### config.mk
export PLATFORM = sky130hd
export DESIGN_NAME = text_point_row_column_scanner_top
export DESIGN_NICKNAME = d
export VERILOG_FILES = /design/src/design/tprc_pkg.sv /design/src/design/tprc_front.sv /design/src/design/tprc_fifo.sv /design/src/design/tprc_back.sv /design/src/design/text_point_row_column_scanner_top.sv
export VERILOG_INCLUDE_DIRS = /design/src /design/src/design
export SDC_FILE = /design/constraint.sdc
export NUM_CORES = 1
export LEC_CHECK = 0
export BUFFER_PORTS_ARGS = -buffer_cell sky130_fd_sc_hd__buf_2
export CORE_UTILIZATION = 29
export DETAILED_ROUTE_END_ITERATION = 12
export PLACE_DENSITY_LB_ADDON = 0.15
export SYNTH_ARGS = -nofsm -noshare
export SYNTH_HDL_FRONTEND = slang
export SYNTH_HIERARCHICAL = 1
export SYNTH_SLANG_ARGS = --single-unit
### constraint.sdc
create_clock -name clk -period 4.2 [get_ports clk]
set_clock_uncertainty 0.2 [all_clocks]
set_input_delay 0.21 -clock clk [delete_from_list [all_inputs] [get_ports clk]]
set_output_delay 0.21 -clock clk [all_outputs]
set_load 0.005 [all_outputs]
### src/design/text_point_row_column_scanner_top_defines.svh
// Assertion macros used by the scanner back end.
`ifndef TEXT_POINT_ROW_COLUMN_SCANNER_TOP_DEFINES_SVH
`define TEXT_POINT_ROW_COLUMN_SCANNER_TOP_DEFINES_SVH

// Same-cycle implication, checked on the rising edge of clk.
`define TPRC_ASSERT_NOW(lbl, ante, cons, msg) \
	lbl: assert property (@(posedge clk) disable iff (!arst_n) (ante) |-> (cons)) \
		else $error(msg);

// Next-cycle implication, checked on the rising edge of clk.
`define TPRC_ASSERT_NEXT(lbl, ante, cons, msg) \
	lbl: assert property (@(posedge clk) disable iff (!arst_n) (ante) |=> (cons)) \
		else $error(msg);

`endif

### src/design/tprc_pkg.sv
`default_nettype none
package tprc_pkg;

	localparam logic [7:0] CH_HASH  = 8'h23;
	localparam logic [7:0] CH_COMMA = 8'h2C;
	localparam logic [7:0] CH_CR    = 8'h0D;
	localparam logic [7:0] CH_LF    = 8'h0A;
	localparam logic [7:0] CH_SPACE = 8'h20;
	localparam logic [7:0] CH_TAB   = 8'h09;

	localparam logic [3:0] TOK_MAX      = 4'd15;
	localparam logic [3:0] COLS_DEFAULT = 4'd3;

	localparam int FIFO_DEPTH = 2;
	localparam int FIFO_PTR_W = 1;
	localparam int FIFO_CNT_W = 2;

	typedef enum logic [1:0] {
		ERR_NONE         = 2'd0,
		ERR_UNSUPPORTED  = 2'd1,
		ERR_INCONSISTENT = 2'd2
	} scan_err_t;

	typedef struct packed {
		logic       data_line;
		logic [3:0] tokens;
		logic       last;
	} line_evt_t;

	function automatic logic cols_supported(input logic [3:0] n);
		return (n == 4'd3) || (n == 4'd4) || (n == 4'd6) || (n == 4'd7) || (n == 4'd9);
	endfunction

endpackage
`default_nettype wire

### src/design/tprc_front.sv
`default_nettype none
module tprc_front (
	input  wire logic                clk,
	input  wire logic                arst_n,
	input  wire logic                take,
	input  wire logic [7:0]          text_byte,
	input  wire logic                end_of_input,
	output tprc_pkg::line_evt_t      evt
);
	import tprc_pkg::*;

	logic       line_start_q;
	logic       comment_q;
	logic       in_tok_q;
	logic [3:0] tok_q;

	logic       upd_start;
	logic       upd_comment;
	logic       upd_in_tok;
	logic [3:0] upd_tok;
	logic       is_lf;
	logic       is_ws;
	logic       is_sep;
	logic       closing;
	logic       cl_comment;
	logic [3:0] cl_tok;

	always_comb begin
		is_lf       = (text_byte == CH_LF);
		is_ws       = (text_byte == CH_SPACE) || (text_byte == CH_TAB) || (text_byte == CH_CR);
		is_sep      = is_ws || (text_byte == CH_COMMA);
		upd_start   = line_start_q;
		upd_comment = comment_q;
		upd_in_tok  = in_tok_q;
		upd_tok     = tok_q;
		if (!is_lf && !comment_q) begin
			if (line_start_q && is_ws) begin
				upd_start = 1'b1;
			end else if (line_start_q && (text_byte == CH_HASH)) begin
				upd_comment = 1'b1;
			end else begin
				upd_start = 1'b0;
				if (is_sep) begin
					upd_in_tok = 1'b0;
				end else if (!in_tok_q) begin
					upd_in_tok = 1'b1;
					if (tok_q != TOK_MAX) begin
						upd_tok = tok_q + 4'd1;
					end
				end
			end
		end
		closing    = is_lf || end_of_input;
		cl_comment = is_lf ? comment_q : upd_comment;
		cl_tok     = is_lf ? tok_q : upd_tok;
		evt.data_line = closing && !cl_comment && (cl_tok != 4'd0);
		evt.tokens    = cl_tok;
		evt.last      = end_of_input;
	end

	always_ff @(posedge clk or negedge arst_n) begin
		if (!arst_n) begin
			line_start_q <= 1'b1;
			comment_q    <= 1'b0;
			in_tok_q     <= 1'b0;
			tok_q        <= 4'd0;
		end else if (take) begin
			if (closing) begin
				line_start_q <= 1'b1;
				comment_q    <= 1'b0;
				in_tok_q     <= 1'b0;
				tok_q        <= 4'd0;
			end else begin
				line_start_q <= upd_start;
				comment_q    <= upd_comment;
				in_tok_q     <= upd_in_tok;
				tok_q        <= upd_tok;
			end
		end
	end

endmodule
`default_nettype wire

### src/design/tprc_fifo.sv
`default_nettype none
module tprc_fifo (
	input  wire logic                clk,
	input  wire logic                arst_n,
	input  wire logic                wr,
	input  wire tprc_pkg::line_evt_t wr_data,
	output logic                     full,
	input  wire logic                rd,
	output tprc_pkg::line_evt_t      rd_data,
	output logic                     empty
);
	import tprc_pkg::*;

	line_evt_t               mem_q [FIFO_DEPTH];
	logic [FIFO_PTR_W-1:0]   wptr_q;
	logic [FIFO_PTR_W-1:0]   rptr_q;
	logic [FIFO_CNT_W-1:0]   cnt_q;

	assign full    = (cnt_q == FIFO_CNT_W'(FIFO_DEPTH));
	assign empty   = (cnt_q == '0);
	assign rd_data = mem_q[rptr_q];

	always_ff @(posedge clk) begin
		if (wr && !full) begin
			mem_q[wptr_q] <= wr_data;
		end
	end

	always_ff @(posedge clk or negedge arst_n) begin
		if (!arst_n) begin
			wptr_q <= '0;
			rptr_q <= '0;
			cnt_q  <= '0;
		end else begin
			if (wr && !full) begin
				wptr_q <= wptr_q + 1'b1;
			end
			if (rd && !empty) begin
				rptr_q <= rptr_q + 1'b1;
			end
			case ({wr && !full, rd && !empty})
				2'b10:   cnt_q <= cnt_q + 1'b1;
				2'b01:   cnt_q <= cnt_q - 1'b1;
				default: cnt_q <= cnt_q;
			endcase
		end
	end

endmodule
`default_nettype wire

### src/design/tprc_back.sv
`default_nettype none
`include "text_point_row_column_scanner_top_defines.svh"
module tprc_back #(
	parameter int ROW_COUNT_WIDTH = 32
) (
	input  wire logic                clk,
	input  wire logic                arst_n,
	input  wire tprc_pkg::line_evt_t evt,
	input  wire logic                evt_empty,
	output logic                     evt_rd,
	input  wire logic                pop,
	output logic                     empty,
	output logic [31:0]              row_count,
	output logic [3:0]               col_count,
	output logic [1:0]               scan_error,
	output logic                     scan_done
);
	import tprc_pkg::*;

	logic [ROW_COUNT_WIDTH-1:0] rows_q;
	logic [3:0]                 fixed_q;
	scan_err_t                  err_q;
	logic                       out_vld_q;

	logic [ROW_COUNT_WIDTH-1:0] rows_n;
	logic [3:0]                 fixed_n;
	scan_err_t                  err_n;

	assign evt_rd = !evt_empty && (!out_vld_q || pop);
	assign empty  = !out_vld_q;

	always_comb begin
		rows_n  = rows_q;
		fixed_n = fixed_q;
		err_n   = err_q;
		if (evt.data_line && (err_q == ERR_NONE)) begin
			if (fixed_q == 4'd0) begin
				if (cols_supported(evt.tokens)) begin
					fixed_n = evt.tokens;
				end else begin
					err_n = ERR_UNSUPPORTED;
				end
			end else if (evt.tokens != fixed_q) begin
				err_n = ERR_INCONSISTENT;
			end
			if ((err_n == ERR_NONE) && (rows_q != '1)) begin
				rows_n = rows_q + 1'b1;
			end
		end
	end

	always_ff @(posedge clk or negedge arst_n) begin
		if (!arst_n) begin
			rows_q    <= '0;
			fixed_q   <= 4'd0;
			err_q     <= ERR_NONE;
			out_vld_q <= 1'b0;
		end else begin
			if (evt_rd) begin
				out_vld_q <= 1'b1;
				if (evt.last) begin
					rows_q  <= '0;
					fixed_q <= 4'd0;
					err_q   <= ERR_NONE;
				end else begin
					rows_q  <= rows_n;
					fixed_q <= fixed_n;
					err_q   <= err_n;
				end
			end else if (pop) begin
				out_vld_q <= 1'b0;
			end
		end
	end

	always_ff @(posedge clk) begin
		if (evt_rd) begin
			row_count  <= 32'(rows_n);
			col_count  <= (fixed_n == 4'd0) ? COLS_DEFAULT : fixed_n;
			scan_error <= err_n;
			scan_done  <= evt.last;
		end
	end

	`TPRC_ASSERT_NEXT(a_clear_after_last, evt_rd && evt.last,
		(rows_q == '0) && (fixed_q == 4'd0) && (err_q == ERR_NONE),
		"scan state not cleared after end of input")
	`TPRC_ASSERT_NEXT(a_err_sticky, (err_q != ERR_NONE) && !(evt_rd && evt.last),
		(err_q == $past(err_q)) && $stable(rows_q) && $stable(fixed_q),
		"state changed while error is set")
	`TPRC_ASSERT_NOW(a_fixed_legal, fixed_q != 4'd0, cols_supported(fixed_q),
		"fixed column count is not a supported value")

endmodule
`default_nettype wire

### src/design/text_point_row_column_scanner_top.sv
// Channel   Direction  Handshake        Payload
// input     in         push / full      text_byte[7:0], end_of_input
// result    out        pop / empty      row_count[31:0], col_count[3:0],
//                                       scan_error[1:0], scan_done
//
// One byte accepted per cycle unless full; its result passes the queue and result register.
// Line lexing runs on the accepted byte in the front; a two-entry queue feeds
// the back, which holds column, row and error state and a result register.
// arst_n clears all scan state; after the end-of-input byte the state clears.
// full rises once two requests wait behind an unpopped result; a pop reads one and clears full.
`default_nettype none
module text_point_row_column_scanner_top #(
	parameter int ROW_COUNT_WIDTH = 32
) (
	input  wire logic        clk,
	input  wire logic        arst_n,
	input  wire logic        push,
	output logic             full,
	input  wire logic [7:0]  text_byte,
	input  wire logic        end_of_input,
	input  wire logic        pop,
	output logic             empty,
	output logic [31:0]      row_count,
	output logic [3:0]       col_count,
	output logic [1:0]       scan_error,
	output logic             scan_done
);
	import tprc_pkg::*;

	line_evt_t front_evt;
	line_evt_t back_evt;
	logic      take;
	logic      q_empty;
	logic      q_rd;

	assign take = push && !full;

	tprc_front u_front (
		.clk          (clk),
		.arst_n       (arst_n),
		.take         (take),
		.text_byte    (text_byte),
		.end_of_input (end_of_input),
		.evt          (front_evt)
	);

	tprc_fifo u_fifo (
		.clk     (clk),
		.arst_n  (arst_n),
		.wr      (take),
		.wr_data (front_evt),
		.full    (full),
		.rd      (q_rd),
		.rd_data (back_evt),
		.empty   (q_empty)
	);

	tprc_back #(
		.ROW_COUNT_WIDTH (ROW_COUNT_WIDTH)
	) u_back (
		.clk          (clk),
		.arst_n       (arst_n),
		.evt          (back_evt),
		.evt_empty    (q_empty),
		.evt_rd       (q_rd),
		.pop          (pop),
		.empty        (empty),
		.row_count    (row_count),
		.col_count    (col_count),
		.scan_error   (scan_error),
		.scan_done    (scan_done)
	);

endmodule
`default_nettype wire
---- After elaboration in Yosys (flattened, before gate mapping) ----
Memories as Yosys holds them, arrays and structs flattened.
Index checks and enable logic that the tools add are counted.
operators by class
  reduce and logical (&&, ||, !) cells .... 37
  add/sub/neg operators ................... 6
  equal/unequal tests ..................... 20
  mux-type cells .......................... 40
operator list
  cell                     count
  $mux W32                 3
  $mux W4                  12
  $add A32 B1 Y32 const B  1
  $ne A32 B32 Y1 const B   1
  $eq A8 B4 Y1 const B     3
  $eq A8 B6 Y1 const B     3
  $mux W1                  18
  $eq A4 B3 Y1 const B     3
  $mux W2                  6
  $logic_and A1 B1 Y1      11
  $logic_or A1 B1 Y1       9
  $logic_not A4 Y1         2
  $logic_not A1 Y1         6
  $logic_not A2 Y1         3
  $reduce_bool A2 Y1       3
  $add A4 B1 Y4 const B    1
  $eq A2 B2 Y1 const B     2
  $eq A4 B2 Y1 const B     1
  $eq A4 B4 Y1 const B     1
  $ne A2 B1 Y1 const B     2
  $ne A4 B4 Y1             1
  $ne A4 B4 Y1 const B     1
  $pmux W2 S2              1
  $reduce_and A4 Y1        1
  other kinds (7)          8
word-level totals
  bits in writable memories ............... 12
  logic and storage cells ................. 119
  output and inout port bits .............. 41
  bits in registers ....................... 89
  memories kept ........................... 1
memory list
  memory        depth  bits a word  read ports  clocked after memory_dff  write ports  RTL line         source
  u_fifo.mem_q  2      6            1           0                         1            tprc_fifo.sv:14  line_evt_t mem_q [FIFO_DEPTH];

---- Longest topological paths before layout ----
An unclocked memory read counts as a cell.
  depth in word-level cells ............... 14
  gate-level depth with buffers ........... 10
  gate-level depth less buffers ........... 9

---- By module ----
The synthesis kept the hierarchy.
modules (own cells, without submodules)
  module                             cells an instance  area an instance (µm²)  times used  seq. area each (µm²)
  tprc_back                          430                4,503.1                 1           2,147.1
  tprc_fifo                          37                 631.9                   1           460.4
  tprc_front                         71                 598.1                   1           176.4
  text_point_row_column_scanner_top  1                  13.8                    1           0.0

---- Least setup slack after synthesis ----
Ideal clock, no wire load.
  kind .................................... reg2reg
  start ................................... reg u_fifo.cnt_q[0]
  end ..................................... reg u_fifo.cnt_q[1]
  library setup time ...................... 0.079 ns
  slack ................................... 0.877 ns
  arrival time ............................ 3.044 ns
  buffers on the path ..................... 1
  cell stages (with the launch flop) ...... 10
  path through ............................ dfrtp_1 nor2_1 inv_1 nand2_1 clkinv_1 clkbuf_1 nor2b_2 ha_1 nor2_1 xor2_1
on the way
  longest elaborated chain between the ends .. 6
  elaborated cells on any way between the ends .. 14
  classes of those cells .................. 2 x add/sub; 3 x eq/ne; 1 x mux; 8 x reduce/logical
ends and longest elaborated chain
  item                                                      RTL line                                 source
  from (decl)                                               tprc_fifo.sv:17                          logic [FIFO_CNT_W-1:0] cnt_q;
  from (signal assigned)                                    tprc_fifo.sv:42                          2'b10: cnt_q <= cnt_q + 1'b1;
  from (signal assigned)                                    tprc_fifo.sv:43                          2'b01: cnt_q <= cnt_q - 1'b1;
  from (signal assigned)                                    tprc_fifo.sv:44                          default: cnt_q <= cnt_q;
  $logic_not A2 Y1 *                                        tprc_fifo.sv:20                          assign empty = (cnt_q == '0);
  named net q_empty                                         text_point_row_column_scanner_top.sv:33  logic q_empty;
  $logic_not A1 Y1 *                                        tprc_back.sv:29                          assign evt_rd = !evt_empty && (!out_vld_q || pop);
  $logic_and A1 B1 Y1 *                                     tprc_back.sv:29
  named net q_rd                                            text_point_row_column_scanner_top.sv:34  logic q_rd;
  $logic_and A1 B1 Y1 *                                     tprc_fifo.sv:41                          case ({wr && !full, rd && !empty})
  $eq A2 B1 Y1 / $eq A2 B2 Y1 (equally long branches)       tprc_fifo.sv:41
  $pmux W2 S2 / $reduce_bool A2 Y1 (equally long branches)  -
The timed path passes the listed nets; every way through them passes the cells marked *.
A chain may end at the register's enable or synchronous reset.

==> results by group <==
Global routing
  – Initial antenna violation count: 0
  – Grt total ovfl: 0
  – First-pass GRT wire length: 23.51 mm
  – Largest net degree at the start of global routing: 57
  – All-Layer GR Usage: 15.04%
  – Vias in the first global route: 4441

Logic synthesis
  – Largest family of logic cells by synthesized area: simple AND/OR/NAND/NOR gates
  – Syn_nets: 555
  – Yosys Warn Count: 6
  – Synth Area in Adders: 0.6532%
  – Mapped Cells: 539
  – Post-synth ARST share: 49.50%
  – Simple logic cell fraction of the synthesized area: 23.60%
  – Seq/Total Area, Yosys: 48.44%
  – #FFs+latches synth: 101
  – Synth Flop Type: edfxtp_1
  – Proportion of synthesized area in mux cells: 1.611%
  – Distinct cells, synth: 83
  – Number of synthesized flops with an enable pin: 51
  – XOR/XNOR Fraction of Synth Area: 6.249%
  – Mean area per synthesized cell: 10.66 sq um
  – Synth Area in Compound Gates: 14.00%
  – Syn Std Cell Area: 5747 sq um

Timing
  – Final Hold Violating Endpoints: 0
  – Setup TNS: 0 ps
  – FMAX: 0.3229 GHz
  – Worst slew pin tran: 751.9 ps
  – Fin crit share: 73.73%
  – Worst rel slew slack: 49.41%
  – Finish-stage setup viols: 0
  – Fin crit period: 3097 ps
  – RSZ-0062 raised after global routing: no
  – Max-slew violations: 0

Clock network
  – Hold Buf Count CTS: 2
  – CTS root buf: clkbuf_16
  – Max clock buf depth: 2
  – Worst-Skew Late Latency: 350 ps
  – Clk sinks: 101
  – CTS tree: yes
  – CTS resizes: 0
  – CTS H-tree lvls: 3
  – # Post-CTS Setup Buffers: 0
  – Num CTS Buffers: 9
  – Clock transition at path regs: 60 ps

Setup path
  – CP Data Arrival Time: 3130 ps
  – Critical path capture point type: flop
  – Crit path from: u_fifo/rptr_q
  – Setup crit start kind: flop
  – Worst-path fanout max: 29
  – Reg2reg setup slack: 1100 ps
  – Critical R2R Launch: u_fifo/rptr_q
  – CP Class: reg2reg
  – FF-to-FF End: u_back/rows_q[8]
  – Worst-case reg-to-reg path depth: 7
  – Crit path required time: 4230 ps

Floorplanning
  – Num rows: 51
  – Die Span Y: 142.8 microns
  – I/O pin cnt: 54
  – Die area: 20380 sq um
  – Die W: 142.8 microns
  – Core footprint: 19460 sq um
  – Initial Util: 29.53%

Layout
  – Reg area: 2784 sq um
  – Nets: 596
  – Multi-input logic area: 2650 sq um
  – Layout Area Growth over Synthesis: 13.41%
  – Non-filler cells in the finished layout: 850
  – Share of post-route cells with drive strength above 1: 19.49%
  – Final Instance Area: 6518 sq um
  – Ant. Diodes: 0
  – Fill cell count: 1979

Power and ir drop
  – Total Power: 0.004160 W
  – Flop pwr share: 41.5%
  – Leak Pwr: 2.552 nW
  – Switching pwr: 0.001600 W
  – Clock power share: 20.3%
  – Comb power frac: 38.2%
  – Max VDD drop: 0.3329 mV
  – Internal power: 0.002560 W
  – Pwr Density: 638.3 nW/um^2
  – Sw Ratio: 38.45%

Drt
  – TritonRoute pass-1 iters: 4
  – Remaining routing DRC violations: 0
  – Initial DRC Count: 263
  – Vias per cell: 5.198
  – Wire per inst: 16.99 microns
  – Final ANT Viol Nets: 0
  – Vias: 4418
  – Final wirelength: 14.44 mm

Min path
  – Worst Hold Depth: 3
  – Min-Delay Endpoint: u_back/out_vld_q
  – Hold_sp: pop
  – HP Class: in2reg

Placement
  – IO buf count: 53
  – Placed cell count: 832
  – DP Wirelength: 9.646 mm
  – Placed Instance Area: 6203 sq um
  – Final GP Congestion: 0.8379

Outcome
  – Outcome: finished clean

Flow run
  – MaxCap Viol Count: 0
==> routing by layer <==
layer  up-vias  GRT usage (%)  wire, microns
met5         -              0              0
met3        19          2.951            622
met4         0          6.621            303
met2        97          24.33           6831
li1       2114              -              -
met1      2188          19.45           6684
==> synthesized netlist by cell type (6+ instances only) <==
library cell   n  area, sq um
a21oi_1        7        35.03
a31o_2         6        52.55
and2_1         6        37.54
and3_1        12        75.07
and4_1         6        52.55
buf_2          7        35.03
buf_4          6        45.04
clkbuf_1      14        52.55
dfrtp_1       49         1226
edfxtp_1      51         1531
inv_1         27        101.4
mux2_1         6        67.56
nand2_1       45        168.9
nand3_1       25        125.1
nand4_1       24        150.1
nor2_1        37        138.9
nor2b_1        6        37.54
nor3_1        15        75.07
nor4_1         7        43.79
o21ai_0        9        45.04
o311ai_0       7        61.31
o41ai_1        7        61.31
xnor2_1       30        262.8
xor2_1        11        96.34
==> sequential cells by signal, indices dropped and copies added (netlist names), 4 cells and up <==
name,count
u_back/col_count,4
u_back/fixed_q,4
u_back/row_count,32
u_back/rows_q,32
u_fifo/mem_q,12
u_front/tok_q,4
==> worst max-delay path by stage <==
stage / endpoint / slack, ps / cells past startpoint
2_1_floorplan: u_fifo/cnt_q[1] / 880 / 9
3_3_place_gp: u_back/rows_q[8] / 1180 / 7
3_5_place_dp: u_back/rows_q[8] / 1100 / 7
4_1_cts: u_back/rows_q[8] / 1080 / 7
5_1_grt: u_back/rows_q[14] / 880 / 7
6_report: u_back/rows_q[8] / 1100 / 7
==> cell type report <==
class	instances	share of cell area (%)
flip-flops and latches	101	42.71
multi-input cells	376	40.66
repair buffers	64	5.414
well taps	265	5.087
clock buffers	12	3.782
inverters	28	1.613
clock inverters	4	0.7295
==> cell families after synthesis <==
group | count (synthesis)
buffers and inverters | 62
XOR/XNOR | 41
AO/OA/AOI/OAI | 97
multiplexers | 8
flip-flops | 101
adder cells (fa/ha/maj) | 3
AND/OR/NAND/NOR | 227
==> cells in the final DEF, fill, tap and decap left out, drive strengths merged, types with 4 or more instances in the layout <==
| cell type | instances |
|---|---|
| a21o | 5 |
| a21oi | 7 |
| a311o | 4 |
| a31o | 7 |
| a31oi | 5 |
| and2 | 6 |
| and3 | 14 |
| and4 | 10 |
| buf | 62 |
| clkbuf | 12 |
| dfrtp | 49 |
| edfxtp | 51 |
| inv | 28 |
| mux2 | 7 |
| nand2 | 46 |
| nand3 | 27 |
| nand4 | 25 |
| nor2 | 38 |
| nor2b | 8 |
| nor3 | 16 |
| nor4 | 11 |
| nor4b | 4 |
| o211a | 5 |
| o211ai | 4 |
| o21ai | 10 |
| o311ai | 11 |
| o31ai | 4 |
| o41ai | 7 |
| or4 | 7 |
| xnor2 | 30 |
| xor2 | 11 |
==> power by group through the flow <==
stage / logic, W / registers [W] / clock network [W]
6_report: 0.00159 / 0.00173 / 0.000843
3_3_place_gp: 0.00159 / 0.00174 / 0
4_1_cts: 0.00162 / 0.00173 / 0.000881
2_1_floorplan: 0.00114 / 0.00170 / 0
5_1_grt: 0.00178 / 0.00178 / 0.000916
3_5_place_dp: 0.00161 / 0.00175 / 0
==> critical path, stage by stage, from the launching register on <==
cell,delay [ps]
dfrtp_1,530
mux2_1,440
nor4bb_1,420
a311o_1,270
a22oi_2,70
buf_4,260
or3_1,440
a221o_1,340
==> metrics by stage <==
stage	hold WS, ps	utilization (%)	setup WS [ps]
2_1_floorplan	-285.6	-	877.3
3_5_place_dp	50.15	31.87	1105
5_1_grt	67.53	33.49	878.6
6_report	51.95	33.49	1103
4_1_cts	30.11	33.49	1084
3_3_place_gp	52.41	31.87	1179
No activity file was read; power rests on OpenSTA's default activity.
